**src/design/gdct_pkg.sv**
```systemverilog
`default_nettype none

package gdct_pkg;

    // Sizing of the tracked pad
    localparam int NUM_AXES        = 6;
    localparam int NUM_BUTTONS     = 16;
    localparam int AXIS_BIT_OFFSET = 16;

    // Field widths
    localparam int CMD_W    = 3;
    localparam int IDX_W    = 4;
    localparam int VALUE_W  = 16;
    localparam int DZ_W     = 15;
    localparam int MASK_W   = 32;
    localparam int MASK_IDX_W = $clog2(MASK_W);

    // Configuration registers: one deadzone per axis with a register
    localparam int NUM_DZ_REGS = 6;
    localparam int CFG_IDX_W   = 3;
    localparam int DZ_IDX_W    = (NUM_DZ_REGS > 1) ? $clog2(NUM_DZ_REGS) : 1;

    localparam int AXIS_IDX_W = (NUM_AXES > 1) ? $clog2(NUM_AXES) : 1;
    localparam int BTN_IDX_W  = (NUM_BUTTONS > 1) ? $clog2(NUM_BUTTONS) : 1;

    // Command codes of a request
    localparam logic [CMD_W-1:0] CMD_AXIS_EVENT = 3'd0;
    localparam logic [CMD_W-1:0] CMD_BTN_EVENT  = 3'd1;
    localparam logic [CMD_W-1:0] CMD_AXIS_LOAD  = 3'd2;
    localparam logic [CMD_W-1:0] CMD_BTN_LOAD   = 3'd3;
    localparam logic [CMD_W-1:0] CMD_LINK       = 3'd4;
    localparam logic [CMD_W-1:0] CMD_UNLINK     = 3'd5;
    localparam logic [CMD_W-1:0] CMD_POLL       = 3'd6;

    // Queue between front and back
    localparam int QUEUE_DEPTH = 2;
    localparam int QPTR_W      = (QUEUE_DEPTH > 1) ? $clog2(QUEUE_DEPTH) : 1;
    localparam int QCNT_W      = $clog2(QUEUE_DEPTH + 1);

    typedef enum logic [2:0] {
        OP_AXIS_EVENT,
        OP_BTN_EVENT,
        OP_AXIS_LOAD,
        OP_BTN_LOAD,
        OP_LINK,
        OP_UNLINK,
        OP_POLL
    } t_op_kind;

    // Classified request as it travels from front to back
    typedef struct packed {
        t_op_kind                   kind;
        logic [IDX_W-1:0]           index;
        logic signed [VALUE_W-1:0]  value;
        logic                       pressed;
    } t_op;

endpackage

`default_nettype wire

```
**src/design/gdct_if.sv**
```systemverilog
`default_nettype none

interface gdct_item_if;
    logic        valid;
    logic        ready;
    logic [2:0]  command;
    logic [3:0]  index;
    logic signed [15:0] axis_value;
    logic        button_pressed;

    modport source (output valid, command, index, axis_value, button_pressed, input ready);
    modport sink   (input valid, command, index, axis_value, button_pressed, output ready);
endinterface

interface gdct_result_if;
    logic        valid;
    logic        ready;
    logic [31:0] changed_mask;

    modport source (output valid, changed_mask, input ready);
    modport sink   (input valid, changed_mask, output ready);
endinterface

interface gdct_cfg_if;
    logic        valid;
    logic        ready;
    logic [2:0]  reg_index;
    logic [14:0] wr_data;

    modport source (output valid, reg_index, wr_data, input ready);
    modport sink   (input valid, reg_index, wr_data, output ready);
endinterface

`default_nettype wire

```
**src/design/gamepad_deadzone_change_tracker.sv**
```systemverilog
// Gamepad change tracker: keeps the last value of six analog axes and sixteen
// buttons and a 32-bit change mask (bits 0..15 buttons, bits 16..21 axes).
// Axis events pass the per-axis deadzone (a reading strictly inside plus or
// minus the deadzone becomes zero) and set the axis change bit when the result
// differs from the stored value; button events set the button bit when the
// state differs. Load requests write raw values with no change bit. Link sets
// connected and all mask bits, unlink clears both. Poll is the only request
// that returns a result: the mask, which it then clears, or zero with the mask
// kept while disconnected. Axis and button requests with an index out of
// range, and command 7 requests, are dropped. Throughput is one request per
// clock while the queue is not full: the front classifies a request and
// applies the deadzone in the cycle it is accepted, a two-entry queue holds
// it, and the back executes one per cycle unless a poll waits. A poll result
// passes through the queue, then the output register; the back waits only
// when a poll meets an untaken result; input ready drops only once the queue
// is full. Deadzones are written via the always-ready configuration port; the
// user must write them only while idle, and the block does not enforce it.
`default_nettype none

module gamepad_deadzone_change_tracker
    import gdct_pkg::*;
(
    input  wire logic     i_clk,
    input  wire logic     i_rst_n,
    gdct_item_if.sink     i_item,
    gdct_cfg_if.sink      i_cfg,
    gdct_result_if.source o_result
);

    t_op  push_op;
    logic push_valid;
    logic push_ready;
    t_op  head_op;
    logic head_valid;
    logic pop;

    // Classify requests, apply deadzones, hold configuration
    gdct_front u_front (
        .i_clk        (i_clk),
        .i_rst_n      (i_rst_n),
        .i_item       (i_item),
        .i_cfg        (i_cfg),
        .o_push_op    (push_op),
        .o_push_valid (push_valid),
        .i_push_ready (push_ready)
    );

    // Decouple front from back so each side can stall on its own
    gdct_queue u_queue (
        .i_clk        (i_clk),
        .i_rst_n      (i_rst_n),
        .i_push_op    (push_op),
        .i_push_valid (push_valid),
        .o_push_ready (push_ready),
        .o_head_op    (head_op),
        .o_head_valid (head_valid),
        .i_pop        (pop)
    );

    // Update stores and mask, drive poll results
    gdct_back u_back (
        .i_clk        (i_clk),
        .i_rst_n      (i_rst_n),
        .i_head_op    (head_op),
        .i_head_valid (head_valid),
        .o_pop        (pop),
        .o_result     (o_result)
    );

endmodule

`default_nettype wire

```
**src/design/gdct_front.sv**
```systemverilog
`default_nettype none

module gdct_front
    import gdct_pkg::*;
(
    input  wire logic i_clk,
    input  wire logic i_rst_n,
    gdct_item_if.sink i_item,
    gdct_cfg_if.sink  i_cfg,
    output t_op       o_push_op,
    output logic      o_push_valid,
    input  wire logic i_push_ready
);

    logic [DZ_W-1:0] r_dz [NUM_DZ_REGS];

    logic                      axis_ok;
    logic                      btn_ok;
    logic [DZ_W-1:0]           dz;
    logic signed [VALUE_W:0]   v_ext;
    logic signed [VALUE_W:0]   dz_ext;
    logic                      in_zone;
    logic signed [VALUE_W-1:0] dz_value;
    logic                      keep;
    t_op                       op;

    assign i_cfg.ready = 1'b1;

    always_ff @(posedge i_clk) begin
        if (!i_rst_n) begin
            for (int i = 0; i < NUM_DZ_REGS; i++) begin
                r_dz[i] <= '0;
            end
        end else if (i_cfg.valid && ({1'b0, i_cfg.reg_index} < (CFG_IDX_W+1)'(NUM_DZ_REGS))) begin
            r_dz[i_cfg.reg_index[DZ_IDX_W-1:0]] <= i_cfg.wr_data;
        end
    end

    always_comb begin
        axis_ok = ({1'b0, i_item.index} < (IDX_W+1)'(NUM_AXES));
        btn_ok  = ({1'b0, i_item.index} < (IDX_W+1)'(NUM_BUTTONS));

        // axes without a register get no deadzone
        if ({1'b0, i_item.index} < (IDX_W+1)'(NUM_DZ_REGS)) begin
            dz = r_dz[i_item.index[DZ_IDX_W-1:0]];
        end else begin
            dz = '0;
        end

        v_ext    = {i_item.axis_value[VALUE_W-1], i_item.axis_value};
        dz_ext   = {2'b00, dz};
        in_zone  = (v_ext > -dz_ext) && (v_ext < dz_ext);
        dz_value = in_zone ? '0 : i_item.axis_value;

        op.index   = i_item.index;
        op.value   = i_item.axis_value;
        op.pressed = i_item.button_pressed;
        op.kind    = OP_POLL;
        keep       = 1'b0;

        unique case (i_item.command)
            CMD_AXIS_EVENT: begin
                op.kind  = OP_AXIS_EVENT;
                op.value = dz_value;
                keep     = axis_ok;
            end
            CMD_BTN_EVENT: begin
                op.kind = OP_BTN_EVENT;
                keep    = btn_ok;
            end
            CMD_AXIS_LOAD: begin
                op.kind = OP_AXIS_LOAD;
                keep    = axis_ok;
            end
            CMD_BTN_LOAD: begin
                op.kind = OP_BTN_LOAD;
                keep    = btn_ok;
            end
            CMD_LINK: begin
                op.kind = OP_LINK;
                keep    = 1'b1;
            end
            CMD_UNLINK: begin
                op.kind = OP_UNLINK;
                keep    = 1'b1;
            end
            CMD_POLL: begin
                op.kind = OP_POLL;
                keep    = 1'b1;
            end
            default: begin
                keep = 1'b0;
            end
        endcase
    end

    // drop out-of-range and unknown requests; they never reach the queue
    assign i_item.ready = i_push_ready;
    assign o_push_valid = i_item.valid && keep;
    assign o_push_op    = op;

endmodule

`default_nettype wire

```
**src/design/gdct_queue.sv**
```systemverilog
`default_nettype none

module gdct_queue
    import gdct_pkg::*;
(
    input  wire logic i_clk,
    input  wire logic i_rst_n,
    input  wire t_op  i_push_op,
    input  wire logic i_push_valid,
    output logic      o_push_ready,
    output t_op       o_head_op,
    output logic      o_head_valid,
    input  wire logic i_pop
);

    t_op               r_mem [QUEUE_DEPTH];
    logic [QPTR_W-1:0] r_wr_ptr;
    logic [QPTR_W-1:0] r_rd_ptr;
    logic [QCNT_W-1:0] r_count;
    logic [QPTR_W-1:0] n_wr_ptr;
    logic [QPTR_W-1:0] n_rd_ptr;
    logic              push;
    logic              pop;

    assign o_push_ready = (r_count != QCNT_W'(QUEUE_DEPTH));
    assign o_head_valid = (r_count != '0);
    assign o_head_op    = r_mem[r_rd_ptr];
    assign push         = i_push_valid && o_push_ready;
    assign pop          = i_pop && o_head_valid;

    always_comb begin
        n_wr_ptr = (r_wr_ptr == QPTR_W'(QUEUE_DEPTH - 1)) ? '0 : r_wr_ptr + 1'b1;
        n_rd_ptr = (r_rd_ptr == QPTR_W'(QUEUE_DEPTH - 1)) ? '0 : r_rd_ptr + 1'b1;
    end

    always_ff @(posedge i_clk) begin
        if (push) begin
            r_mem[r_wr_ptr] <= i_push_op;
        end
    end

    always_ff @(posedge i_clk) begin
        if (!i_rst_n) begin
            r_wr_ptr <= '0;
            r_rd_ptr <= '0;
            r_count  <= '0;
        end else begin
            if (push) begin
                r_wr_ptr <= n_wr_ptr;
            end
            if (pop) begin
                r_rd_ptr <= n_rd_ptr;
            end
            if (push && !pop) begin
                r_count <= r_count + 1'b1;
            end else if (pop && !push) begin
                r_count <= r_count - 1'b1;
            end
        end
    end

endmodule

`default_nettype wire

```
**src/design/gdct_back.sv**
```systemverilog
`default_nettype none

module gdct_back
    import gdct_pkg::*;
(
    input  wire logic    i_clk,
    input  wire logic    i_rst_n,
    input  wire t_op     i_head_op,
    input  wire logic    i_head_valid,
    output logic         o_pop,
    gdct_result_if.source o_result
);

    logic signed [VALUE_W-1:0] r_axis [NUM_AXES];
    logic [NUM_BUTTONS-1:0]    r_btn;
    logic [MASK_W-1:0]         r_flags;
    logic                      r_connected;
    logic                      r_out_valid;
    logic [MASK_W-1:0]         r_mask;

    logic signed [VALUE_W-1:0] n_axis [NUM_AXES];
    logic [NUM_BUTTONS-1:0]    n_btn;
    logic [MASK_W-1:0]         n_flags;
    logic                      n_connected;

    logic                  stall;
    logic                  pop;
    logic                  is_poll;
    logic [AXIS_IDX_W-1:0] ai;
    logic [BTN_IDX_W-1:0]  bi;
    logic [MASK_IDX_W-1:0] axis_bit;
    logic [MASK_IDX_W-1:0] btn_bit;

    // a poll waits only while the output register holds an untaken result
    assign is_poll = (i_head_op.kind == OP_POLL);
    assign stall   = i_head_valid && is_poll && r_out_valid && !o_result.ready;
    assign pop     = i_head_valid && !stall;
    assign o_pop   = pop;

    assign ai       = i_head_op.index[AXIS_IDX_W-1:0];
    assign bi       = i_head_op.index[BTN_IDX_W-1:0];
    assign axis_bit = MASK_IDX_W'(AXIS_BIT_OFFSET) + MASK_IDX_W'(i_head_op.index);
    assign btn_bit  = MASK_IDX_W'(i_head_op.index);

    always_comb begin
        n_axis      = r_axis;
        n_btn       = r_btn;
        n_flags     = r_flags;
        n_connected = r_connected;

        if (pop) begin
            unique case (i_head_op.kind)
                OP_AXIS_EVENT: begin
                    if (r_axis[ai] != i_head_op.value) begin
                        n_flags[axis_bit] = 1'b1;
                        n_axis[ai]        = i_head_op.value;
                    end
                end
                OP_BTN_EVENT: begin
                    if (r_btn[bi] != i_head_op.pressed) begin
                        n_flags[btn_bit] = 1'b1;
                    end
                    n_btn[bi] = i_head_op.pressed;
                end
                OP_AXIS_LOAD: begin
                    n_axis[ai] = i_head_op.value;
                end
                OP_BTN_LOAD: begin
                    n_btn[bi] = i_head_op.pressed;
                end
                OP_LINK: begin
                    n_connected = 1'b1;
                    n_flags     = '1;
                end
                OP_UNLINK: begin
                    n_connected = 1'b0;
                    n_flags     = '0;
                end
                OP_POLL: begin
                    if (r_connected) begin
                        n_flags = '0;
                    end
                end
                default: begin
                    n_flags = r_flags;
                end
            endcase
        end
    end

    always_ff @(posedge i_clk) begin
        if (!i_rst_n) begin
            for (int i = 0; i < NUM_AXES; i++) begin
                r_axis[i] <= '0;
            end
            r_btn       <= '0;
            r_flags     <= '0;
            r_connected <= 1'b0;
            r_out_valid <= 1'b0;
        end else begin
            r_axis      <= n_axis;
            r_btn       <= n_btn;
            r_flags     <= n_flags;
            r_connected <= n_connected;
            if (pop && is_poll) begin
                r_out_valid <= 1'b1;
            end else if (o_result.ready) begin
                r_out_valid <= 1'b0;
            end
        end
    end

    always_ff @(posedge i_clk) begin
        if (pop && is_poll) begin
            r_mask <= r_connected ? r_flags : '0;
        end
    end

    assign o_result.valid        = r_out_valid;
    assign o_result.changed_mask = r_mask;

    a_unlink_clears: assert property (@(posedge i_clk) disable iff (!i_rst_n)
        pop && (i_head_op.kind == OP_UNLINK) |=> !r_connected && (r_flags == '0))
        else $error("unlink did not clear connection and flags");

    a_link_sets: assert property (@(posedge i_clk) disable iff (!i_rst_n)
        pop && (i_head_op.kind == OP_LINK) |=> r_connected && (r_flags == '1))
        else $error("link did not set connection and all flags");

    a_poll_disconnected: assert property (@(posedge i_clk) disable iff (!i_rst_n)
        pop && is_poll && !r_connected |=> r_out_valid && (r_mask == '0)
            && (r_flags == $past(r_flags)))
        else $error("poll while disconnected returned data or dropped flags");

    a_poll_clears: assert property (@(posedge i_clk) disable iff (!i_rst_n)
        pop && is_poll && r_connected |=> r_out_valid && (r_flags == '0)
            && (r_mask == $past(r_flags)))
        else $error("poll while connected did not hand over and clear flags");

endmodule

`default_nettype wire

```
**src/flat_wrapper.sv**
```systemverilog
// flat-port wrapper written by rule: the top's interface ports become plain ports
module gamepad_deadzone_change_tracker_flat import gdct_pkg::*;
  (i_clk, i_rst_n, i_item_valid, i_item_command, i_item_index, i_item_axis_value, i_item_button_pressed, i_item_ready, i_cfg_valid, i_cfg_reg_index, i_cfg_wr_data, i_cfg_ready, o_result_valid, o_result_changed_mask, o_result_ready);
  gdct_item_if i_item_i ();
  gdct_cfg_if i_cfg_i ();
  gdct_result_if o_result_i ();
  input  wire logic i_clk;
  input  wire logic i_rst_n;
  input wire logic [$bits(i_item_i.valid)-1:0] i_item_valid;
  input wire logic [$bits(i_item_i.command)-1:0] i_item_command;
  input wire logic [$bits(i_item_i.index)-1:0] i_item_index;
  input wire logic [$bits(i_item_i.axis_value)-1:0] i_item_axis_value;
  input wire logic [$bits(i_item_i.button_pressed)-1:0] i_item_button_pressed;
  output wire logic [$bits(i_item_i.ready)-1:0] i_item_ready;
  input wire logic [$bits(i_cfg_i.valid)-1:0] i_cfg_valid;
  input wire logic [$bits(i_cfg_i.reg_index)-1:0] i_cfg_reg_index;
  input wire logic [$bits(i_cfg_i.wr_data)-1:0] i_cfg_wr_data;
  output wire logic [$bits(i_cfg_i.ready)-1:0] i_cfg_ready;
  output wire logic [$bits(o_result_i.valid)-1:0] o_result_valid;
  output wire logic [$bits(o_result_i.changed_mask)-1:0] o_result_changed_mask;
  input wire logic [$bits(o_result_i.ready)-1:0] o_result_ready;
  assign i_item_i.valid = i_item_valid;
  assign i_item_i.command = i_item_command;
  assign i_item_i.index = i_item_index;
  assign i_item_i.axis_value = i_item_axis_value;
  assign i_item_i.button_pressed = i_item_button_pressed;
  assign i_item_ready = i_item_i.ready;
  assign i_cfg_i.valid = i_cfg_valid;
  assign i_cfg_i.reg_index = i_cfg_reg_index;
  assign i_cfg_i.wr_data = i_cfg_wr_data;
  assign i_cfg_ready = i_cfg_i.ready;
  assign o_result_valid = o_result_i.valid;
  assign o_result_changed_mask = o_result_i.changed_mask;
  assign o_result_i.ready = o_result_ready;
  gamepad_deadzone_change_tracker u_core (.i_clk(i_clk), .i_rst_n(i_rst_n), .i_item(i_item_i), .i_cfg(i_cfg_i), .o_result(o_result_i));
endmodule
```
**config.mk**
```make
export PLATFORM = sky130hd
export DESIGN_NAME = gamepad_deadzone_change_tracker_flat
export DESIGN_NICKNAME = d
export VERILOG_FILES = /design/src/design/gdct_pkg.sv /design/src/design/gdct_if.sv /design/src/design/gamepad_deadzone_change_tracker.sv /design/src/design/gdct_front.sv /design/src/design/gdct_queue.sv /design/src/design/gdct_back.sv /design/src/flat_wrapper.sv
export SDC_FILE = /design/constraint.sdc
export NUM_CORES = 1
export LEC_CHECK = 0
export ABC_AREA = 1
export ABC_CLOCK_PERIOD_IN_PS = 3100
export BUFFER_PORTS_ARGS = -buffer_cell sky130_fd_sc_hd__buf_2
export CAP_MARGIN = 20
export CELL_PAD_IN_SITES_DETAIL_PLACEMENT = 0
export CELL_PAD_IN_SITES_GLOBAL_PLACEMENT = 1
export CORE_MARGIN = 2
export CORE_UTILIZATION = 42
export CTS_CLUSTER_SIZE = 28
export DETAILED_ROUTE_END_ITERATION = 10
export HOLD_SLACK_MARGIN = 0.1
export MAX_ROUTING_LAYER = met4
export PLACE_DENSITY = 0.74
export SLEW_MARGIN = 20
export SYNTH_ARGS = -nofsm -noshare
export SYNTH_HDL_FRONTEND = slang
export SYNTH_HIERARCHICAL = 1
export SYNTH_SLANG_ARGS = --single-unit
```
**constraint.sdc**
```tcl
create_clock -name i_clk -period 3.1 [get_ports i_clk]
set_input_delay 0 -clock i_clk [delete_from_list [all_inputs] [get_ports i_clk]]
set_output_delay 0 -clock i_clk [all_outputs]
set_load 0.1 [all_outputs]
```
==> results of run 1 <==
## cells by family (layout without fill, tap and decap cells)
group,count (synthesis),in the layout,share of synthesized area
AO/OA/AOI/OAI,116,116,0.03489
XOR/XNOR,6,6,0.002908
adder cells (fa/ha/maj),33,33,0.02284
other,2,31,0.0004155
flip-flops,351,351,0.4995
multiplexers,24,24,0.01911
AND/OR/NAND/NOR,1421,1421,0.3179
buffers and inverters,440,615,0.1024
## cells in the mapped netlist (4+ instances only)
cell        n
nand2_1   735
mux2_2      4
nand4_1     5
nand3_2    12
nor2_2      4
inv_1     307
nor2_1    506
inv_2       4
a21oi_1    36
nor3_1      5
nor2_4      4
nand3_1   129
o21ai_1     6
ha_1       33
edfxtp_1  200
dfxtp_1   151
nand4_2     7
buf_1      15
mux2_4     20
o211ai_1    8
nand3b_1    9
buf_6       7
buf_4      15
o21ai_0    57
buf_2      46
clkbuf_1   43
## power breakdown
part / switching (mW) / internal [mW] / leakage [nW]
Sequential: 0.199 / 5.38 / 3.12
Clock: 1.92 / 2.76 / 0.633
Combinational: 2.54 / 1.25 / 6.78
## state kept, by name, summed over array words and instances, names as in the netlist, 2 cells and up, named ones only
register	flops
u_core/u_queue/r_mem	48
u_core/u_front/r_dz	120
u_core/u_back/o_result.changed_mask	32
u_core/u_back/r_axis	96
u_core/u_back/r_btn	16
u_core/u_back/r_flags	32
u_core/u_queue/r_count	2
## tightest hold or removal path: stages
cell and delay [ns]:
buf_2 0.10, nor3_1 0.07, nand2_1 0.06, buf_4 0.25
nor2_1 0.07
## what timing repair did
| action | in CTS | in global routing |
|---|---|---|
| gates resized for setup | 0 | 77 |
| setup buffers | 0 | 13 |
| endpoints found under the setup margin | 0 | 174 |
| hold buffers | 47 | 0 |
| endpoints found under the hold margin | 203 | 0 |
## layout make-up
type                            instances  area, um^2  area share
Clock buffer                           52        1097     0.05054
Clock inverter                         21       198.9    0.009162
Inverter                              312        1177     0.05422
Multi-Input combinational cell       1631        7582      0.3492
Sequential cell                       351        9030      0.4159
Tap cell                              546       683.2     0.03146
Timing Repair Buffer                  230        1944     0.08955
## metrics by stage
step	cell area [um^2]	TNS, ns	total power [mW]
global route	21710	-3.326	14.90
finish	21710	0	14.06
floorplan	18180	0	8.305
CTS	21260	0	14.13
global placement	19490	0	9.286
detailed placement	19490	0	9.351
## layer usage
metal,track usage,share of wire
met5,-,0
met4,0.06799,0.023
met3,0.03071,0.040
met2,0.3692,0.49
met1,0.2682,0.44
## placed cells by master (no fill, tap or decap), drive strengths merged, types with 31 or more instances in the layout
| master | Yosys | routed |
|---|---|---|
| nand2 | 739 | 739 |
| inv | 311 | 313 |
| clkbuf | 43 | 54 |
| nand3 | 141 | 141 |
| ha | 33 | 33 |
| dlygate4sd3 | 0 | 47 |
| conb | 2 | 31 |
| edfxtp | 200 | 200 |
| o21ai | 63 | 63 |
| nor2 | 514 | 514 |
| a21oi | 37 | 37 |
| buf | 85 | 181 |
| dfxtp | 151 | 151 |
## path summary, 6_finish.rpt
check	cells past startpoint	slack, ns	end	from
min	5	0.16	u_core/u_front/r_dz[0][14]$_SDFFCE_PN0P_	i_cfg_reg_index[1]
max	28	0.07	u_core/u_queue/r_mem[0][1]$_DFFE_PP_	i_item_index[0]
max reg2reg	25	0.10	u_core/u_queue/r_mem[0][1]$_DFFE_PP_	u_core/u_front/r_dz[7][7]$_DFFE_PP_
min reg2reg	2	0.46	u_core/u_back/r_btn[0]$_SDFFE_PN0P_	u_core/u_back/r_btn[0]$_SDFFE_PN0P_
==> impl_metrics.ini, run 1 <==
[layout]
area_delta_synth_final_pct = 20.13
nNetsFinal = 2647
drive_above_1_share = 0.1394
instances_no_fill = 3143
fillCellCount = 4165
n_antenna_cell = 0
final_util = 0.5074

[logic_synthesis]
syn_avg_cell_area_um2 = 7.553
syn_inst = 2393
synth-main-ff-cell = edfxtp_1
synth_top_cell_by_area = edfxtp_1
postSynth.asyncResetShare = 0
synth_area_um2 = 18070
synth_edf_count = 200
yosys.cell_types.count = 40
ys_top_cells_by_area = edfxtp_1 (33%), dfxtp_1 (17%), nand2_1 (15%)
yosys.area.top_type_share = 0.3323
ys_ff_latch = 351
seq_area_frac_synth = 0.4995
ys.warnings.count = 6

[placed_design]
place_ws_ns = 0.006081
dp_cells = 3007
portBuffers = 80
place.gp.congestion = 0.8272
hpwl_um = 30690

[sta]
relSlewSlack = 0.2645
hold_viol = 0
fin_crit_sh = 0.9790
tightest_slew_ns = 1.103
rsz0062_at_grt = yes
fin_crit_ns = 3.035
setup_violations = 0
fmax_mhz = 329.5
whs_ns = 0.1645
slew_viol_final = 0
fin_worst_skew_ns = 0.01901
finalWorstSetupSlack_ns = 0.06517

[die]
die_h_um = 211.5
initial_core_util = 0.4224
die_x_um = 211.5
rows = 76
core_region_area_um2 = 42790
ios = 82
die_area_um2 = 44710

[cts]
cts-root-buf = clkbuf_16
cts_max_level = 2
cts_tree = done
cts_buffers = 41
clockBufferDepth = 3
clk_latency_ns = 0.56
cts.clk_slew.worst_paths_ns = 0.06
clock_sinks = 351

[worst_setup_path]
setup.worst_path.end_class = flop
cp_slowest_stage_delay_ns = 0.57
arrival_ns = 3.33
crit_type = primary input to flop
path_buf_inv = 7
cp_slowest_cell = dlygate4sd3_1
critPathLaunchType = primary input
cp_top_family = simple AND/OR/NAND/NOR gates
cp.required_ns = 3.39
cp_max_fo = 9
cpMostUsedCell = nand2_1

[power]
power_density_nw_per_um2 = 647.5
power.leakage_nw = 10.53
peakVddDrop_v = 0.0003274

[global_route]
grt_remaining_overflow = 0
grt_usage = 0.2174
antenna_found_initial = 0
grt_pass1_vias = 14298
grt_pass1_wl_um = 74710
grt_max_degree = 97

[run_status]
status = completed

[flow_run]
maxCapViolCount = 0

[route]
vias_per_cell = 4.756
ant_nets = 0
wl_per_cell_um = 14.77
drcViolationCount = 0
drtIter0Drc = 925
vias = 14947
routed_wl_um = 46420
drt-pass1-iter-count = 5

[hold_path]
min_path_type = primary input to flop
No activity file was read; power rests on OpenSTA's default activity.
==> run 2: changes to the inputs <==
--- a/config.mk
+++ b/config.mk
@@ -15,9 +15,8 @@
 export CORE_UTILIZATION = 42
 export CTS_CLUSTER_SIZE = 28
 export DETAILED_ROUTE_END_ITERATION = 10
-export HOLD_SLACK_MARGIN = 0.1
 export MAX_ROUTING_LAYER = met4
-export PLACE_DENSITY = 0.74
+export PLACE_DENSITY = 0.75
 export SLEW_MARGIN = 20
 export SYNTH_ARGS = -nofsm -noshare
 export SYNTH_HDL_FRONTEND = slang
==> run 2 against run 1 <==
Compared with the run above:
- the run now ends with negative setup slack left
- clock power is 0.9% higher
- final cell count hardly changed
- combinational power is 3% higher
- first-iteration DRC count is 4.1% higher
==> impl_metrics.ini, run 2 (synthesis results as in run 1) <==
[cts]
clk_latency_ns = 0.56
cts_max_level = 2
cts_tree = done
cts.clk_slew.worst_paths_ns = 0.06
clock_sinks = 351
cts_buffers = 41
cts-root-buf = clkbuf_16
clockBufferDepth = 3

[sta]
whs_ns = 0.04337
setup_violations = 14
tightest_slew_ns = 1.067
fin_worst_skew_ns = 0.009791
relSlewSlack = 0.2888
fin_crit_sh = 1.004
slew_viol_final = 0
fin_crit_ns = 3.113
fmax_mhz = 321.3
finalWorstSetupSlack_ns = -0.01280
hold_viol = 0
rsz0062_at_grt = yes

[run_status]
violations = negative setup slack
status = finished with violations

[placed_design]
place_ws_ns = -0.01348
portBuffers = 80
place.gp.congestion = 0.8217
dp_cells = 3000
hpwl_um = 30870

[die]
die_area_um2 = 44710
initial_core_util = 0.4224
core_region_area_um2 = 42790
rows = 76
die_x_um = 211.5
die_h_um = 211.5
ios = 82

[route]
ant_nets = 0
routed_wl_um = 48300
drcViolationCount = 0
vias = 14981
drt-pass1-iter-count = 8
drtIter0Drc = 963
wl_per_cell_um = 15.37
vias_per_cell = 4.768

[worst_setup_path]
critPathLaunchType = flop
crit_type = flop to flop
setup.worst_path.end_class = flop
arrival_ns = 3.42
cp.required_ns = 3.41
cp_slowest_cell = edfxtp_1
cp_slowest_stage_delay_ns = 0.38
cpMostUsedCell = nand2_1
cp_max_fo = 8

[layout]
final_cell_mix = nand2_1 (727), nor2_1 (487), inv_1 (304)
fillCellCount = 4175
largest_register_ffs = 120
area_delta_synth_final_pct = 21.22
reg_top3 = u_core/u_front/r_dz (120), u_core/u_back/r_axis (96), u_core/u_queue/r_mem (48)
regMostFlops = u_core/u_front/r_dz
final_common_cell = nand2_1
instances_no_fill = 3142
drive_above_1_share = 0.1429
n_antenna_cell = 0
nNetsFinal = 2644

[global_route]
grt_pass1_wl_um = 74220
grt_pass1_vias = 14037
grt_usage = 0.2177
grt_remaining_overflow = 0
antenna_found_initial = 0
grt_max_degree = 90

[flow_run]
maxCapViolCount = 0

[power]
power_density_nw_per_um2 = 647.9
peakVddDrop_v = 0.0003865
power.leakage_nw = 10.58

[hold_path]
min_path_type = primary input to flop
-- run 2: power breakdown --
part	total, mW	switching (mW)	internal (mW)
logic	3.90	2.61	1.29
clock network	4.72	1.91	2.80
registers	5.58	0.197	5.38
total	14.2	4.72	9.48
-- run 2: what timing repair did --
item | CTS | global route
pin swaps | 0 | 33
hold buffers | 41 | 0
buffers inserted | 0 | 18
gates cloned | 0 | 8
hold endpoints to repair | 154 | 0
setup endpoints to repair | 2 | 168
gates resized for setup | 1 | 100
-- run 2: layout make-up --
type / instances / area [um^2] / share of cell area
Clock buffer: 62 / 1185 / 0.05408
Clock inverter: 13 / 122.6 / 0.005596
Inverter: 312 / 1180 / 0.05385
Multi-Input combinational cell: 1631 / 7692 / 0.3511
Sequential cell: 351 / 9030 / 0.4121
Tap cell: 546 / 683.2 / 0.03118
Timing Repair Buffer: 227 / 2017 / 0.09206
-- run 2: per-stage QoR --
stage          power [mW]    util  TNS, ns  instance area, um^2
3_3_place_gp        9.279  0.4539        0                19420
6_report            14.19  0.5120  -0.1164                21910
3_5_place_dp        9.354  0.4539  -0.1559                19420
5_1_grt             14.99  0.5120   -4.129                21910
2_1_floorplan       8.305       -        0                18180
4_1_cts             14.16  0.4942        0                21150
-- run 2: critical path, delay by kind of cell, from the launching register on --
family / cells / cell delay [ns]
fa+ha+maj: 2 / 0.36
flops: 1 / 0.38
buf+inv: 3 / 0.32
simple gates: 20 / 1.78
-- run 2: final timing paths --
| check | start | slack [ns] | to | cells after the start |
|---|---|---|---|---|
| setup reg to reg | u_core/u_front/r_dz[2][0]$_SDFFCE_PN0P_ | -0.01 | u_core/u_queue/r_mem[0][2]$_DFFE_PP_ | 25 |
| hold reg to reg | u_core/u_back/r_btn[8]$_SDFFE_PN0P_ | 0.46 | u_core/u_back/r_btn[8]$_SDFFE_PN0P_ | 2 |
| hold / removal | i_cfg_wr_data[9] | 0.04 | u_core/u_front/r_dz[1][9]$_SDFFCE_PN0P_ | 3 |
| setup / recovery | u_core/u_front/r_dz[2][0]$_SDFFCE_PN0P_ | -0.01 | u_core/u_queue/r_mem[0][2]$_DFFE_PP_ | 25 |
-- run 2: per-layer routing --
layer / routed length, um / track usage / vias to the layer above
li1: - / - / 7700
met1: 20650 / 0.2629 / 6854
met2: 24240 / 0.3774 / 346
met3: 2109 / 0.03219 / 81
met4: 1306 / 0.06387 / 0
met5: 0 / - / -
